File: src/oed_pkg.sv
// ---------------------------------------------------------------------------
// oed_pkg: shared types and constants for the octal escape decoder
// Request payloads, the burst descriptor passed from front to back, and the
// character codes the front end classifies against.
// ---------------------------------------------------------------------------
package oed_pkg;

    localparam logic [7:0] BACKSLASH_CODE = 8'h5C;
    localparam logic [7:0] DIGIT_ZERO     = 8'h30;
    localparam logic [7:0] DIGIT_SEVEN    = 8'h37;

    // Most bytes one input request can produce
    localparam int unsigned BURST_MAX = 4;
    localparam int unsigned BURST_IW  = $clog2(BURST_MAX);

    // Entries in the front-to-back queue
    localparam int unsigned QUEUE_DEPTH = 2;
    localparam int unsigned QUEUE_AW    = $clog2(QUEUE_DEPTH);

    typedef struct packed {
        logic [7:0] in_byte;
        logic       in_last;
    } in_t;

    typedef struct packed {
        logic [7:0] out_byte;
        logic       run_last;
        logic       token_end;
    } out_t;

    // Output bytes produced by one input request
    typedef struct packed {
        logic [BURST_MAX-1:0][7:0] bytes;
        logic [BURST_IW-1:0]       last_idx;
        logic                      tok_last;
    } burst_t;

    typedef struct packed {
        logic full;
        logic empty;
    } q_stat_t;

endpackage

File: src/oed_front.sv
// ---------------------------------------------------------------------------
// oed_front: request intake and escape classification
// Tracks the held escape prefix and turns each input byte into a burst of
// zero to four output bytes, pushed to the queue when non-empty.
// ---------------------------------------------------------------------------
module oed_front (
    input  logic                aclk,
    input  logic                aresetn,
    input  logic                s_valid,
    output logic                s_ready,
    input  oed_pkg::in_t        s_data,
    input  oed_pkg::q_stat_t    q_stat,
    output logic                push,
    output oed_pkg::burst_t     push_data
);

    logic [1:0] held_reg, held_next;
    logic [2:0] d1_reg, d1_next;
    logic [2:0] d2_reg, d2_next;

    logic                                     accept;
    logic                                     is_oct;
    logic [2:0]                               dig;
    logic [7:0]                               dec_val;
    logic [oed_pkg::BURST_MAX-1:0][7:0]       bytes;
    logic [2:0]                               n;
    logic [1:0]                               h;

    assign s_ready = !q_stat.full;
    assign accept  = s_valid && s_ready;
    assign is_oct  = (s_data.in_byte >= oed_pkg::DIGIT_ZERO) &&
                     (s_data.in_byte <= oed_pkg::DIGIT_SEVEN);
    assign dig     = s_data.in_byte[2:0];
    // d1*64 keeps only two bits of d1 inside 8 bits
    assign dec_val = {d1_reg[1:0], 6'b0} + {2'b0, d2_reg, 3'b0} + {5'b0, dig};

    always_comb begin
        bytes   = '0;
        n       = 3'd0;
        h       = held_reg;
        d1_next = d1_reg;
        d2_next = d2_reg;

        if (h != 2'd0 && is_oct) begin
            if (h == 2'd1) begin
                d1_next = dig;
                h       = 2'd2;
            end else if (h == 2'd2) begin
                d2_next = dig;
                h       = 2'd3;
            end else begin
                bytes[n[1:0]] = dec_val;
                n             = n + 3'd1;
                h             = 2'd0;
            end
        end else begin
            // broken escape: held bytes go out literally
            if (h >= 2'd1) begin
                bytes[n[1:0]] = oed_pkg::BACKSLASH_CODE;
                n             = n + 3'd1;
            end
            if (h >= 2'd2) begin
                bytes[n[1:0]] = oed_pkg::DIGIT_ZERO | {5'b0, d1_reg};
                n             = n + 3'd1;
            end
            if (h >= 2'd3) begin
                bytes[n[1:0]] = oed_pkg::DIGIT_ZERO | {5'b0, d2_reg};
                n             = n + 3'd1;
            end
            if (s_data.in_byte == oed_pkg::BACKSLASH_CODE) begin
                h = 2'd1;
            end else begin
                bytes[n[1:0]] = s_data.in_byte;
                n             = n + 3'd1;
                h             = 2'd0;
            end
        end

        // token end flushes whatever is still held
        if (s_data.in_last) begin
            if (h >= 2'd1) begin
                bytes[n[1:0]] = oed_pkg::BACKSLASH_CODE;
                n             = n + 3'd1;
            end
            if (h >= 2'd2) begin
                bytes[n[1:0]] = oed_pkg::DIGIT_ZERO | {5'b0, d1_next};
                n             = n + 3'd1;
            end
            if (h >= 2'd3) begin
                bytes[n[1:0]] = oed_pkg::DIGIT_ZERO | {5'b0, d2_next};
                n             = n + 3'd1;
            end
            h = 2'd0;
        end

        held_next          = accept ? h : held_reg;
        push               = accept && (n != 3'd0);
        push_data.bytes    = bytes;
        push_data.last_idx = n[1:0] - 2'd1;
        push_data.tok_last = s_data.in_last;
    end

    always_ff @(posedge aclk) begin
        if (!aresetn) begin
            held_reg <= 2'd0;
        end else begin
            held_reg <= held_next;
        end
    end

    always_ff @(posedge aclk) begin
        if (!aresetn) begin
            d1_reg <= 3'd0;
            d2_reg <= 3'd0;
        end else if (accept) begin
            d1_reg <= d1_next;
            d2_reg <= d2_next;
        end
    end

endmodule

File: src/oed_queue.sv
// ---------------------------------------------------------------------------
// oed_queue: burst queue between front and back
// Small circular buffer of burst descriptors; decouples intake from output.
// ---------------------------------------------------------------------------
module oed_queue (
    input  logic                aclk,
    input  logic                aresetn,
    input  logic                push,
    input  oed_pkg::burst_t     push_data,
    input  logic                pop,
    output oed_pkg::burst_t     head,
    output oed_pkg::q_stat_t    q_stat
);

    localparam int unsigned AW = oed_pkg::QUEUE_AW;

    oed_pkg::burst_t   entry_reg [oed_pkg::QUEUE_DEPTH];
    logic [AW-1:0]     wr_ptr_reg, wr_ptr_next;
    logic [AW-1:0]     rd_ptr_reg, rd_ptr_next;
    logic [AW:0]       cnt_reg, cnt_next;

    assign q_stat.full  = (cnt_reg == (AW+1)'(oed_pkg::QUEUE_DEPTH));
    assign q_stat.empty = (cnt_reg == '0);
    assign head         = entry_reg[rd_ptr_reg];

    always_comb begin
        wr_ptr_next = push ? wr_ptr_reg + AW'(1) : wr_ptr_reg;
        rd_ptr_next = pop  ? rd_ptr_reg + AW'(1) : rd_ptr_reg;
        cnt_next    = cnt_reg;
        if (push && !pop) begin
            cnt_next = cnt_reg + (AW+1)'(1);
        end else if (pop && !push) begin
            cnt_next = cnt_reg - (AW+1)'(1);
        end
    end

    always_ff @(posedge aclk) begin
        if (!aresetn) begin
            wr_ptr_reg <= '0;
            rd_ptr_reg <= '0;
            cnt_reg    <= '0;
        end else begin
            wr_ptr_reg <= wr_ptr_next;
            rd_ptr_reg <= rd_ptr_next;
            cnt_reg    <= cnt_next;
        end
    end

    always_ff @(posedge aclk) begin
        if (push) begin
            entry_reg[wr_ptr_reg] <= push_data;
        end
    end

endmodule

File: src/oed_back.sv
// ---------------------------------------------------------------------------
// oed_back: burst serializer and output register
// Walks the head burst into the output register, one byte per unstalled cycle.
// ---------------------------------------------------------------------------
module oed_back (
    input  logic                aclk,
    input  logic                aresetn,
    input  oed_pkg::burst_t     head,
    input  oed_pkg::q_stat_t    q_stat,
    output logic                pop,
    output logic                m_valid,
    input  logic                m_ready,
    output oed_pkg::out_t       m_data
);

    localparam int unsigned IW = oed_pkg::BURST_IW;

    logic [IW-1:0]                idx_reg, idx_next;
    logic                         valid_reg, valid_next;
    oed_pkg::out_t                data_reg;
    logic                         load;
    logic                         at_end;

    assign at_end  = (idx_reg == head.last_idx);
    // output slot free or being drained this cycle
    assign load    = !q_stat.empty && (!valid_reg || m_ready);
    assign pop     = load && at_end;
    assign m_valid = valid_reg;
    assign m_data  = data_reg;

    always_comb begin
        idx_next   = idx_reg;
        valid_next = valid_reg;
        if (load) begin
            idx_next   = at_end ? '0 : idx_reg + IW'(1);
            valid_next = 1'b1;
        end else if (m_ready) begin
            valid_next = 1'b0;
        end
    end

    always_ff @(posedge aclk) begin
        if (!aresetn) begin
            idx_reg   <= '0;
            valid_reg <= 1'b0;
        end else begin
            idx_reg   <= idx_next;
            valid_reg <= valid_next;
        end
    end

    always_ff @(posedge aclk) begin
        if (load) begin
            data_reg.out_byte  <= head.bytes[idx_reg];
            data_reg.run_last  <= at_end;
            data_reg.token_end <= at_end && head.tok_last;
        end
    end

endmodule

File: src/octal_escape_decoder.sv
// ---------------------------------------------------------------------------
// octal_escape_decoder: backslash octal escape decoder
// Turns a backslash and three octal digits into one byte, passes other bytes
// through and flushes broken or truncated escapes literally.
// ---------------------------------------------------------------------------
//  channel | ports                      | payload
//  --------+----------------------------+-----------------------------------
//  input   | s_valid s_ready s_data     | in_byte, in_last
//  result  | m_valid m_ready m_data     | out_byte, run_last, token_end
//
// One input byte is taken per cycle; it yields zero to four result bytes.
// The back end sends one result per cycle while m_ready is high, from the
// head of a two-entry burst queue; a result reaches m_valid at the earliest
// once its burst is written to the queue and then to the output register.
// Input stalls only when the queue is full (long bursts or a held m_ready).
// Reset is synchronous; it empties the queue and drops any held escape.
// ---------------------------------------------------------------------------
module octal_escape_decoder (
    input  logic             aclk,
    input  logic             aresetn,
    input  logic             s_valid,
    output logic             s_ready,
    input  oed_pkg::in_t     s_data,
    output logic             m_valid,
    input  logic             m_ready,
    output oed_pkg::out_t    m_data
);

    logic              push;
    logic              pop;
    oed_pkg::burst_t   push_data;
    oed_pkg::burst_t   head;
    oed_pkg::q_stat_t  q_stat;

    oed_front u_front (
        .aclk      (aclk),
        .aresetn   (aresetn),
        .s_valid   (s_valid),
        .s_ready   (s_ready),
        .s_data    (s_data),
        .q_stat    (q_stat),
        .push      (push),
        .push_data (push_data)
    );

    oed_queue u_queue (
        .aclk      (aclk),
        .aresetn   (aresetn),
        .push      (push),
        .push_data (push_data),
        .pop       (pop),
        .head      (head),
        .q_stat    (q_stat)
    );

    oed_back u_back (
        .aclk      (aclk),
        .aresetn   (aresetn),
        .head      (head),
        .q_stat    (q_stat),
        .pop       (pop),
        .m_valid   (m_valid),
        .m_ready   (m_ready),
        .m_data    (m_data)
    );

    // a token's final result always closes its input's run
    a_tok_end_run: assert property (@(posedge aclk) disable iff (!aresetn)
        m_valid && m_data.token_end |-> m_data.run_last)
        else $error("token_end without run_last");

    // the final byte of a token always produces a burst
    a_last_pushes: assert property (@(posedge aclk) disable iff (!aresetn)
        s_valid && s_ready && s_data.in_last |-> push)
        else $error("token end produced no output");

    a_no_overflow: assert property (@(posedge aclk) disable iff (!aresetn)
        push |-> !q_stat.full)
        else $error("push into full queue");

    a_no_underflow: assert property (@(posedge aclk) disable iff (!aresetn)
        pop |-> !q_stat.empty)
        else $error("pop from empty queue");

endmodule

File: config.mk
export PLATFORM = sky130hd
export DESIGN_NAME = octal_escape_decoder
export DESIGN_NICKNAME = d
export VERILOG_FILES = /design/src/oed_pkg.sv /design/src/oed_front.sv /design/src/oed_queue.sv /design/src/oed_back.sv /design/src/octal_escape_decoder.sv
export SDC_FILE = /design/constraint.sdc
export NUM_CORES = 1
export LEC_CHECK = 0
export BUFFER_PORTS_ARGS = -buffer_cell sky130_fd_sc_hd__buf_2
export CORE_MARGIN = 4
export CORE_UTILIZATION = 30
export CTS_BUF_LIST = sky130_fd_sc_hd__clkbuf_4 sky130_fd_sc_hd__clkbuf_8
export DETAILED_ROUTE_END_ITERATION = 8
export GPL_TIMING_DRIVEN = 0
export HOLD_SLACK_MARGIN = 0.1
export PLACE_DENSITY_LB_ADDON = 0.08
export SKIP_CTS_REPAIR_TIMING = 1
export SLEW_MARGIN = 20
export SYNTH_ARGS = -nofsm -noshare
export SYNTH_HDL_FRONTEND = slang
export SYNTH_SLANG_ARGS = --single-unit
File: constraint.sdc
create_clock -name aclk -period 6.35 [get_ports aclk]
set_input_delay 1.27 -clock aclk [delete_from_list [all_inputs] [get_ports aclk]]
set_output_delay 1.27 -clock aclk [all_outputs]
set_load 0.02 [all_outputs]
# --- Word level (Yosys, flattened, before mapping) ---
# Memories as Yosys holds them, arrays and structs flattened. A register that Yosys moved wholly into a read port is not among the register bits.
# Cells that the tools add are included.
classes:
  n_mux: 71
  bitwise_logic: 3
  n_eq_ne: 5
  reduce_logical: 26
  magnitude_cmp: 21
  add_sub_neg: 14
ops:
  columns: ["cell", "count"]
  rows:
  - ["$mux 32", 11]
  - ["$bwmux 32", 5]
  - ["$demux 8 s2", 6]
  - ["$mux 8", 11]
  - ["$mux 3", 19]
  - ["$mux 24", 1]
  - ["$lt 2x3->1 const B", 7]
  - ["$add 3x1->3 const B", 6]
  - ["$and 16x16->16", 1]
  - ["$bmux 8 s2", 1]
  - ["$ge 2x1->1 const B", 8]
  - ["$not 16->16", 1]
  - ["$or 16x16->16", 1]
  - ["$logic_and 1x1->1", 15]
  - ["$mux 2", 7]
  - ["$mux 1", 9]
  - ["$add 8x3->8", 1]
  - ["$add 8x6->8", 1]
  - ["$eq 8x7->1 const B", 1]
  - ["$ge 2x2->1 const B", 4]
  - ["$ge 8x6->1 const B", 1]
  - ["$le 8x6->1 const B", 1]
  - ["$mux 7", 1]
  - ["$reduce_bool 2->1", 3]
  - ["10 further kinds", 18]
totals:
  mem_count: 1
  reg_bits: 25
  output_inout_bits: 12
  inputBits: 13
  ram_bits: 70
mem_list:
  columns: ["name", "depth", "word_bits", "read_ports", "rd_clocked_by_memory_dff", "wr", "line_no", "source"]
  rows:
  - ["u_queue.entry_reg", 2, 35, 1, 1, 1, "oed_queue.sv:17", "oed_pkg::burst_t entry_reg [oed_pkg::QUEUE_DEPTH];"]

# --- Depth between registers and ports, before layout ---
# Gate-level depths: netlist of run 1.
depth:
  depth_word: 28
  ltp_mapped: 20

# --- Hierarchy ---
# From an unflattened synthesis of run 1, not the netlist that was laid out.
hier_totals:
  hier_cells: 417
  area_unflattened_um2: 5111.2
by_module_without_submodules:
  columns: ["mod", "area_per_inst_um2", "cells_each", "n_inst"]
  rows:
  - ["oed_queue", 2742.6, 131, 1]
  - ["oed_front", 1674.1, 244, 1]
  - ["oed_back", 694.4, 42, 1]

# --- Worst setup path after synthesis of run 1 ---
# Ideal clock, no wire load.
synth_path:
  path_kind: "input port to flip-flop"
  start: "input port s_data[2] (netlist name)"
  end: "memory u_queue.entry_reg[1][0] (netlist name), enable pin"
  setup_ns: 0.439
  required_time_ns: 5.911
  path_slack_ns: 0.435
  t_arrival_ns: 5.476
  stages: 12
  path_cell_list: "buf_6 > or4b_4 > nor2_4 > nor2_1 > a211oi_1 > inv_1 > ha_1 > nor2b_1 > nand3_1 > mux2i_1 > xnor2_1 > a21oi_1"
synth_between:
  elab_chain_cells: 17
synth_rtl:
  columns: ["item", "line_no", "source"]
  rows:
  - ["start: declaration", "octal_escape_decoder.sv:23", "input oed_pkg::in_t s_data,"]
  - ["$ge 8x6->1 or $le 8x6->1 (tied branches)", "oed_front.sv:31, oed_front.sv:32", null]
  - ["$logic_and 1x1->1", "oed_front.sv:31", "assign is_oct = (s_data.in_byte >= oed_pkg::DIGIT_ZERO) &&"]
  - ["$logic_and 1x1->1", "oed_front.sv:44", "if (h != 2'd0 && is_oct) begin"]
  - ["$mux 3 or $mux 2 (tied branches)", "oed_front.sv:44", null]
  - ["$add 3x1->3 or $ge 2x1->1 (tied branches)", "oed_front.sv:83, oed_front.sv:81", null]
  - ["$mux 3", "oed_front.sv:81", "if (h >= 2'd1) begin"]
  - ["$mux 3", "oed_front.sv:80", "if (s_data.in_last) begin"]
  - ["$add 3x1->3", "oed_front.sv:87", "n = n + 3'd1;"]
  - ["$mux 3", "oed_front.sv:85", "if (h >= 2'd2) begin"]
  - ["$mux 3", "oed_front.sv:80", null]
  - ["$add 3x1->3", "oed_front.sv:91", "n = n + 3'd1;"]
  - ["$mux 3", "oed_front.sv:89", "if (h >= 2'd3) begin"]
  - ["$mux 3 (*)", "oed_front.sv:80", null]
  - ["$reduce_bool 3->1 (*)", "oed_front.sv:97", "push = accept && (n != 3'd0);"]
  - ["$logic_and 1x1->1 (*)", "oed_front.sv:97", null]
  - ["$mux 1 (*)", "oed_queue.sv:50", "if (push) begin"]
  - ["$mux 1 (implied by the code) (*)", "oed_queue.sv:51", "entry_reg[wr_ptr_reg] <= push_data;"]
  - ["end: declaration", "oed_queue.sv:17", null]
# Every way passes the cells marked *; elsewhere a longest branch is shown, timed or not. The select of a mux whose other input is x is not followed.

# --- Final worst setup path of run 1 ---
layout_path:
  start: "register u_front.held_reg[1]"
  end: "memory u_queue.entry_reg[0][16] (netlist name), enable pin"
layout_between:
  elab_chain_cells: 25
layout_rtl:
  columns: ["item", "line_no", "source"]
  rows:
  - ["start: declaration", "oed_front.sv:17", "logic [1:0] held_reg, held_next;"]
  - ["start signal: assignment", "oed_front.sv:107", "held_reg <= held_next;"]
  - ["$ge 2x1->1", "oed_front.sv:58", "if (h >= 2'd1) begin"]
  - ["$mux 1", "oed_front.sv:58", null]
  - ["$mux 3", "oed_front.sv:44", null]
  - ["$add 3x1->3", "oed_front.sv:64", "n = n + 3'd1;"]
  - ["$mux 3", "oed_front.sv:62", "if (h >= 2'd2) begin"]
  - ["$mux 3", "oed_front.sv:44", null]
  - ["$add 3x1->3", "oed_front.sv:68", "n = n + 3'd1;"]
  - ["$mux 3", "oed_front.sv:66", "if (h >= 2'd3) begin"]
  - ["[... 9 more ...]", null, null]
  - ["$mux 3", "oed_front.sv:80", null]
  - ["$add 3x1->3", "oed_front.sv:91", null]
  - ["$mux 3", "oed_front.sv:89", null]
  - ["$mux 3 (*)", "oed_front.sv:80", null]
  - ["$reduce_bool 3->1 (*)", "oed_front.sv:97", null]
  - ["$logic_and 1x1->1 (*)", "oed_front.sv:97", null]
  - ["$mux 1 (*)", "oed_queue.sv:50", null]
  - ["$mux 1 (implied by the code) (*)", "oed_queue.sv:51", null]
# Marks and branches as above.

==> flow_metrics.py, run 1 <==
metrics = {
    "floorplanning": {
        "die-area_mm2": 0.01917,
        "ios": 25,
        "rows": 47,
        "start_util_pct": 30.68,
        "die_x_um": 138.5,
        "core-area_mm2": 0.01664,
        "dieHeight_um": 138.5,
    },
    "timing": {
        "setup_ws_ns": 0.7331,
        "hold_viol_final": 0,
        "fmax_mhz": 178.0,
        "setup_viol": 0,
        "skew_ns": 0.009276,
        "fin_hold_ws_ns": 0.5637,
        "timing.final.crit_period_ns": 5.617,
        "worst_pin_slew_ns": 0.9030,
        "max-slew-margin-rel_pct": 39.80,
        "rsz0062_at_grt": "false",
        "final_max_slew_viol_count": 0,
        "fin_crit_sh_pct": 88.45,
    },
    "worst_setup_path": {
        "critical_path_arrival_ns": 5.70,
        "path_class": "reg2reg",
        "start_kind": "flop",
        "r2r_end": "u_queue.entry_reg[0][16]$_DFFE_PP_",
        "crit_required_ns": 6.43,
        "worstSetupEndpointType": "flop",
        "rrSetupSlack_ns": 0.73,
        "path_max_fanout": 13,
        "r2r_start": "u_front.held_reg[1]$_SDFFE_PN0P_",
        "reg2reg_depth": 17,
    },
    "routing": {
        "firstDrtPassIters": 5,
        "remaining_drc_errors": 0,
        "post_drt_wl_per_cell_um": 21.26,
        "num_vias": 3682,
        "routed_via_density": 5.321,
        "wl_um": 14710,
        "drtAntennaViolNets": 0,
        "drt-initial-drc-count": 296,
    },
    "clock_tree": {
        "clock_path_buffers": 2,
        "cts-root-buf": "clkbuf_8",
        "cts_tree": "yes",
        "h-tree-depth": 3,
        "clkTransAtPathRegs_ns": 0.09,
        "cts_sinks": 96,
        "cts_buffers": 9,
        "insertion_delay_ns": 0.37,
    },
    "global_route": {
        "grt_overflow_total": 0,
        "first_global_vias": 3630,
        "track_usage_pct": 15.54,
        "grt_start_max_net_pins": 20,
        "antenna_found_initial": 0,
        "grt_pass1_wl_um": 22500,
    },
    "synthesis": {
        "seq_area_frac_synth_pct": 53.32,
        "synth-compound-area-share_pct": 14.21,
        "synth_seq_cells": 96,
        "muxShareOfSynthArea_pct": 11.20,
        "synthArstFlopShare_pct": 0,
        "synthFlopType": "edfxtp_1",
        "synth_area_mm2": 0.005106,
        "synth_xor_area_share_pct": 1.544,
        "synth_fp_nets": 456,
        "synthSimpleGateAreaFrac_pct": 13.28,
        "synth-warning-count": 0,
        "syn_inst": 429,
        "synth-edff-count": 80,
        "synth_top_family_by_area": "compound AO/OA/AOI/OAI gates",
        "avgSynthCellArea_um2": 11.90,
        "yosysUniqueCellTypes": 60,
        "synth_fa_ha_area_share_pct": 3.431,
    },
    "power": {
        "peakVddDrop_v": 0.0001234,
        "p_leak_nw": 2.013,
        "total_power_mw": 1.862,
        "p_per_area_mw_per_mm2": 320.0,
    },
    "status": {
        "outcome": "complete, no violations",
    },
    "worst_hold_path": {
        "min-delay-start": "u_front.d1_reg[2]$_SDFFE_PN0P_",
        "whs_endpoint": "u_front.d1_reg[2]$_SDFFE_PN0P_",
        "hold_path.class": "reg2reg",
        "whs_path_depth": 1,
    },
    "finish": {
        "largest_reg_flops": 70,
        "antenna_cells_inserted": 0,
        "stdcell_count": 692,
        "final_util_pct": 34.96,
        "nets": 494,
        "drive_gt1_share_pct": 17.80,
        "area_delta_synth_final_pct": 13.94,
    },
    "run": {
        "drv_cap": 0,
    },
    "placed_design": {
        "place_congestion": 0.9071,
        "pre_cts_slack_ns": 0.4170,
        "placedCellCount": 676,
        "portBuffers": 21,
        "hpwl_um": 10770,
    },
}
metrics by stage:
stage                     TNS, ns  cell area [um^2]
after floorplan                 0              5106
after global placement    -109.41              5487
after detailed placement        0              5603
after CTS                       0              5818
after global routing            0              5818
final                           0              5818
logic make-up (layout without fill, tap and decap cells):
family,after synthesis,count (layout)
AND/OR/NAND/NOR,127,127
flip-flops,96,96
buffers and inverters,37,80
AO/OA/AOI/OAI,110,110
XOR/XNOR,9,9
adder cells (fa/ha/maj),14,14
multiplexers,36,36
placed cells by master, fill, tap and decap left out, types with 4 or more instances in the layout:
master,instances
buf_2,24
dfxtp_1,16
nor2b_1,7
a21oi_1,28
a32oi_1,7
a31oi_1,5
o211a_1,4
nor2_1,18
inv_1,10
edfxtp_1,80
mux2_2,9
o21ai_1,4
mux4_2,16
o22ai_1,8
ha_1,14
nand2_1,42
nand3_1,18
and2_1,10
o21ai_0,20
a21boi_0,8
clkbuf_1,21
mux2i_1,11
xnor2_1,7
nor3_1,7
clkbuf_8,9
worst max-delay path: stages, from the launching register on:
cell,delay [ns]
dfxtp_1,0.43
clkbuf_1,0.46
inv_1,0.20
ha_1,0.28
nor4b_4,0.47
and2_1,0.22
buf_4,0.19
clkbuf_1,0.41
a211oi_1,0.20
inv_1,0.12
ha_1,0.30
nor2b_1,0.17
nand3_1,0.29
mux2i_1,0.39
xnor2_1,0.24
a211oi_4,0.54
buf_8,0.23
buf_6,0.19
how the worst max path moves through the flow:
stage | startpoint | end | slack [ns] | cells after the start
detailed placement | s_data[3] | u_queue.entry_reg[0][6]$_DFFE_PP_ | 0.42 | 14
global placement | s_data[3] | u_queue.entry_reg[1][31]$_DFFE_PP_ | -1.79 | 12
CTS | u_front.held_reg[1]$_SDFFE_PN0P_ | u_queue.entry_reg[0][16]$_DFFE_PP_ | 0.71 | 17
finish | u_front.held_reg[1]$_SDFFE_PN0P_ | u_queue.entry_reg[0][16]$_DFFE_PP_ | 0.73 | 17
global route | u_front.held_reg[1]$_SDFFE_PN0P_ | u_queue.entry_reg[0][23]$_DFFE_PP_ | 0.32 | 17
floorplan | s_data[2] | u_queue.entry_reg[1][0]$_DFFE_PP_ | 0.43 | 12
cell type report:
type	instances	area [um^2]
buffer	27	116.4
clock buffer	9	123.9
clock inverter	7	91.34
fill	1656	10820
inverter	10	37.54
multi-input combinational	296	2251
sequential	96	2723
tap	220	275.3
timing repair buffer	27	200.2
cells in the mapped netlist, types with 2 or more instances:
cell | n | share of area [%]
xor2_1 | 2 | 0.34
mux4_2 | 16 | 7.1
nand2b_1 | 3 | 0.37
nor4b_1 | 3 | 0.51
a22oi_1 | 3 | 0.44
nand3_1 | 18 | 1.8
edfxtp_1 | 80 | 47
a21boi_0 | 8 | 1.2
buf_2 | 3 | 0.29
or4b_4 | 2 | 0.54
o21ai_0 | 20 | 2.0
nor3_1 | 7 | 0.69
a22o_1 | 2 | 0.34
o211a_1 | 4 | 0.78
inv_1 | 10 | 0.74
and2_1 | 10 | 1.2
a211oi_1 | 3 | 0.44
o21ai_1 | 4 | 0.39
a32oi_1 | 7 | 1.2
o21a_1 | 2 | 0.29
nand2_1 | 42 | 3.1
a21oi_1 | 29 | 2.8
and4b_1 | 2 | 0.39
o211ai_1 | 3 | 0.44
dfxtp_1 | 16 | 6.3
a31oi_1 | 5 | 0.61
nor2_1 | 19 | 1.4
xnor2_1 | 7 | 1.2
o22ai_1 | 8 | 0.98
o21bai_1 | 2 | 0.29
mux2_2 | 9 | 2.0
clkbuf_1 | 21 | 1.5
nor2b_1 | 7 | 0.86
nand4_1 | 3 | 0.37
mux2i_1 | 11 | 2.2
ha_1 | 14 | 3.4
per-layer routing:
metal	track usage (%)	vias to the layer above	share of wire, %
met5	0	-	0
met3	2.417	23	4.7
li1	-	1717	-
met1	21.69	1806	46
met4	6.188	0	2.7
met2	24.33	136	47
report_power, final:
part           internal, mW  switching [mW]  total, mW
Combinational         0.242           0.317      0.559
Clock                 0.222           0.218      0.439
Sequential            0.825          0.0384      0.863
Total                  1.29           0.573       1.86
(Power assumes the default switching activity.)
==> run 2, diff against run 1 <==
--- a/config.mk
+++ b/config.mk
@@ -17,4 +17,5 @@
 export SLEW_MARGIN = 20
 export SYNTH_ARGS = -nofsm -noshare
 export SYNTH_HDL_FRONTEND = slang
+export SYNTH_HIERARCHICAL = 1
 export SYNTH_SLANG_ARGS = --single-unit
==> flow_metrics.py, run 2 <==
metrics = {
    "synthesis": {
        "synth_xor_area_share_pct": 1.371,
        "synth_largest_area_cell": "edfxtp_1",
        "synth_area_mm2": 0.005111,
        "synth-edff-count": 80,
        "synth.top_cells.by_count": "edfxtp_1 (80), mux2_2 (35), nand2_1 (31)",
        "synth_area_leaders": "edfxtp_1 (47%), mux2_2 (7.7%), dfxtp_1 (6.3%)",
        "muxShareOfSynthArea_pct": 13.24,
        "synth_most_common_cell": "edfxtp_1",
        "synthFlopType": "edfxtp_1",
        "yosysUniqueCellTypes": 71,
        "synthArstFlopShare_pct": 0,
        "synth_top_family_by_area": "simple AND/OR/NAND/NOR gates",
        "synthSimpleGateAreaFrac_pct": 13.59,
        "syn_inst": 417,
        "synth-warning-count": 6,
        "synth_fa_ha_area_share_pct": 2.693,
        "synth_fp_nets": 441,
        "synth_seq_cells": 96,
        "seq_area_frac_synth_pct": 53.27,
        "avgSynthCellArea_um2": 12.26,
        "synth_top_area_share_pct": 47.00,
        "synth-compound-area-share_pct": 12.36,
    },
    "global_route": {
        "grt_start_max_net_pins": 27,
        "track_usage_pct": 14.24,
        "first_global_vias": 3541,
        "antenna_found_initial": 0,
        "grt_pass1_wl_um": 21060,
        "grt_overflow_total": 0,
    },
    "placed_design": {
        "placed_area_mm2": 0.005550,
        "hpwl_um": 9739,
        "place_congestion": 0.8313,
        "portBuffers": 21,
        "placedCellCount": 660,
        "pre_cts_slack_ns": 0.9406,
    },
    "timing": {
        "hold_viol_final": 0,
        "timing.final.crit_period_ns": 5.007,
        "rsz0062_at_grt": "false",
        "setup_ws_ns": 1.343,
        "fmax_mhz": 199.7,
        "setup_tns_ns": 0,
        "skew_ns": 0.01651,
        "fin_crit_sh_pct": 78.84,
        "max-slew-margin-rel_pct": 43.13,
        "final_max_slew_viol_count": 0,
        "setup_viol": 0,
        "worst_pin_slew_ns": 0.8466,
    },
    "worst_setup_path": {
        "crit_family": "simple AND/OR/NAND/NOR gates",
        "cp_num_buf_inv": 3,
        "r2r_end": "u_queue/entry_reg[0][15]$_DFFE_PP_",
        "cpPeakStageDelay_ns": 0.68,
        "path_cells": "buf_2, and4bb_2, nand2_1, clkbuf_1, o21ai_0, ha_1, nand2_1, o211a_1, o211a_1, o211ai_1, nor3b_1, nor2b_4, buf_16",
        "path_max_fanout": 20,
        "rrSetupSlack_ns": 1.60,
        "critical_path_arrival_ns": 5.08,
        "crit_required_ns": 6.42,
        "crit_path_top_delay_cell": "nor2b_4",
        "start_kind": "input port",
        "worstSetupEndpointType": "flop",
        "crit_cells": 13,
        "path_class": "in2reg",
        "reg2reg_depth": 15,
        "r2r_start": "u_front/held_reg[1]$_SDFFE_PN0P_",
    },
    "routing": {
        "firstDrtPassIters": 5,
        "drtAntennaViolNets": 0,
        "drt-initial-drc-count": 292,
        "remaining_drc_errors": 0,
        "routed_via_density": 5.127,
        "post_drt_wl_per_cell_um": 19.74,
        "wl_um": 13340,
        "num_vias": 3466,
    },
    "floorplanning": {
        "dieHeight_um": 138.5,
        "core-area_mm2": 0.01664,
        "rows": 47,
        "die_x_um": 138.5,
        "die-area_mm2": 0.01919,
        "ios": 25,
        "start_util_pct": 30.71,
    },
    "finish": {
        "layout_common_cells": "edfxtp_1 (80), mux2_2 (35), nand2_1 (31), buf_2 (28), nor2_1 (28)",
        "design_area_mm2": 0.005743,
        "final_common_cell": "edfxtp_1",
        "antenna_cells_inserted": 0,
        "drive_gt1_share_pct": 25.00,
        "largest_reg_flops": 70,
        "stdcell_count": 676,
        "nets": 475,
        "area_delta_synth_final_pct": 12.36,
    },
    "worst_hold_path": {
        "whs_endpoint": "u_queue/cnt_reg[1]$_SDFFE_PN0P_",
        "whs_path_depth": 2,
        "min-delay-start": "u_queue/cnt_reg[1]$_SDFFE_PN0P_",
        "hold_path.class": "reg2reg",
    },
    "clock_tree": {
        "h-tree-depth": 3,
        "clkTransAtPathRegs_ns": 0.09,
        "cts-root-buf": "clkbuf_8",
        "insertion_delay_ns": 0.37,
        "cts_tree": "yes",
        "cts_buffers": 9,
        "clock_path_buffers": 2,
        "cts_sinks": 96,
    },
    "run": {
        "drv_cap": 0,
    },
    "power": {
        "switchingPower_mw": 0.5782,
        "peakVddDrop_v": 0.0001257,
        "p_per_area_mw_per_mm2": 321.5,
        "p_leak_nw": 2.120,
        "swShare_pct": 31.32,
        "p_seq_share_pct": 46.4,
        "p_int_mw": 1.268,
        "power_frac_comb_pct": 31.6,
        "clockPowerShare_pct": 22.0,
    },
    "status": {
        "outcome": "complete, no violations",
    },
}
## run 2: worst max-delay path by stage
stage,startpoint,endpoint
floorplan,s_data[1],u_queue/entry_reg[0][0]$_DFFE_PP_
global placement,s_data[1],u_queue/entry_reg[0][28]$_DFFE_PP_
detailed placement,s_data[1],u_queue/entry_reg[0][28]$_DFFE_PP_
CTS,s_data[1],u_queue/entry_reg[0][15]$_DFFE_PP_
global route,s_data[1],u_queue/entry_reg[0][15]$_DFFE_PP_
finish,s_data[1],u_queue/entry_reg[0][15]$_DFFE_PP_
## run 2: area by class of cell
type                            instances  area (um^2)
Fill cell                            1687        10900
Sequential cell                        96         2723
Multi-Input combinational cell        285         2222
Tap cell                              220        275.3
Timing Repair Buffer                   23        152.6
Buffer                                 25        136.4
Clock buffer                            9        123.9
Clock inverter                          7        68.82
Inverter                               11        41.29
## run 2: routing by layer
| metal | vias to the layer above | global-route usage, % | wire [um] |
|---|---|---|---|
| li1 | 1651 | - | - |
| met1 | 1699 | 19.77 | 6390 |
| met2 | 99 | 22.46 | 6180 |
| met3 | 17 | 2.797 | 517 |
| met4 | 0 | 4.628 | 254 |
| met5 | - | 0 | 0 |
## run 2: stage by stage
stage	utilization, %	power [mW]	hold WS (ns)
3_5_place_dp	33.35	1.473	0.4934
3_3_place_gp	33.00	1.454	0.4874
2_1_floorplan	-	1.284	0.4662
4_1_cts	34.51	1.885	0.5117
6_report	34.51	1.846	0.5158
5_1_grt	34.51	1.964	0.5667
## run 2: worst reg2reg max path, delay by kind of cell, from the launching register on
kind | cells | cell delay (ns)
AOI/OAI and AO/OA | 4 | 0.64
adders and majority gates | 2 | 0.69
buffers and inverters | 2 | 0.41
DFF | 1 | 0.54
and+or+nand+nor | 7 | 2.18
## run 2: kinds of logic (layout without fill, tap and decap cells)
| family | Yosys count | after routing |
|---|---|---|
| simple gates | 122 | 122 |
| flops | 96 | 96 |
| compound gates | 92 | 92 |
| mux | 52 | 52 |
| buf+inv | 36 | 75 |
| fa+ha+maj | 11 | 11 |
| xor+xnor | 8 | 8 |
## run 2: power by group through the flow
| stage | logic, mW | registers [mW] | clock network, mW |
|---|---|---|---|
| floorplan | 0.369 | 0.915 | 0 |
| global placement | 0.578 | 0.876 | 0 |
| detailed placement | 0.601 | 0.872 | 0 |
| CTS | 0.603 | 0.858 | 0.424 |
| global route | 0.644 | 0.869 | 0.451 |
| finish | 0.583 | 0.857 | 0.406 |
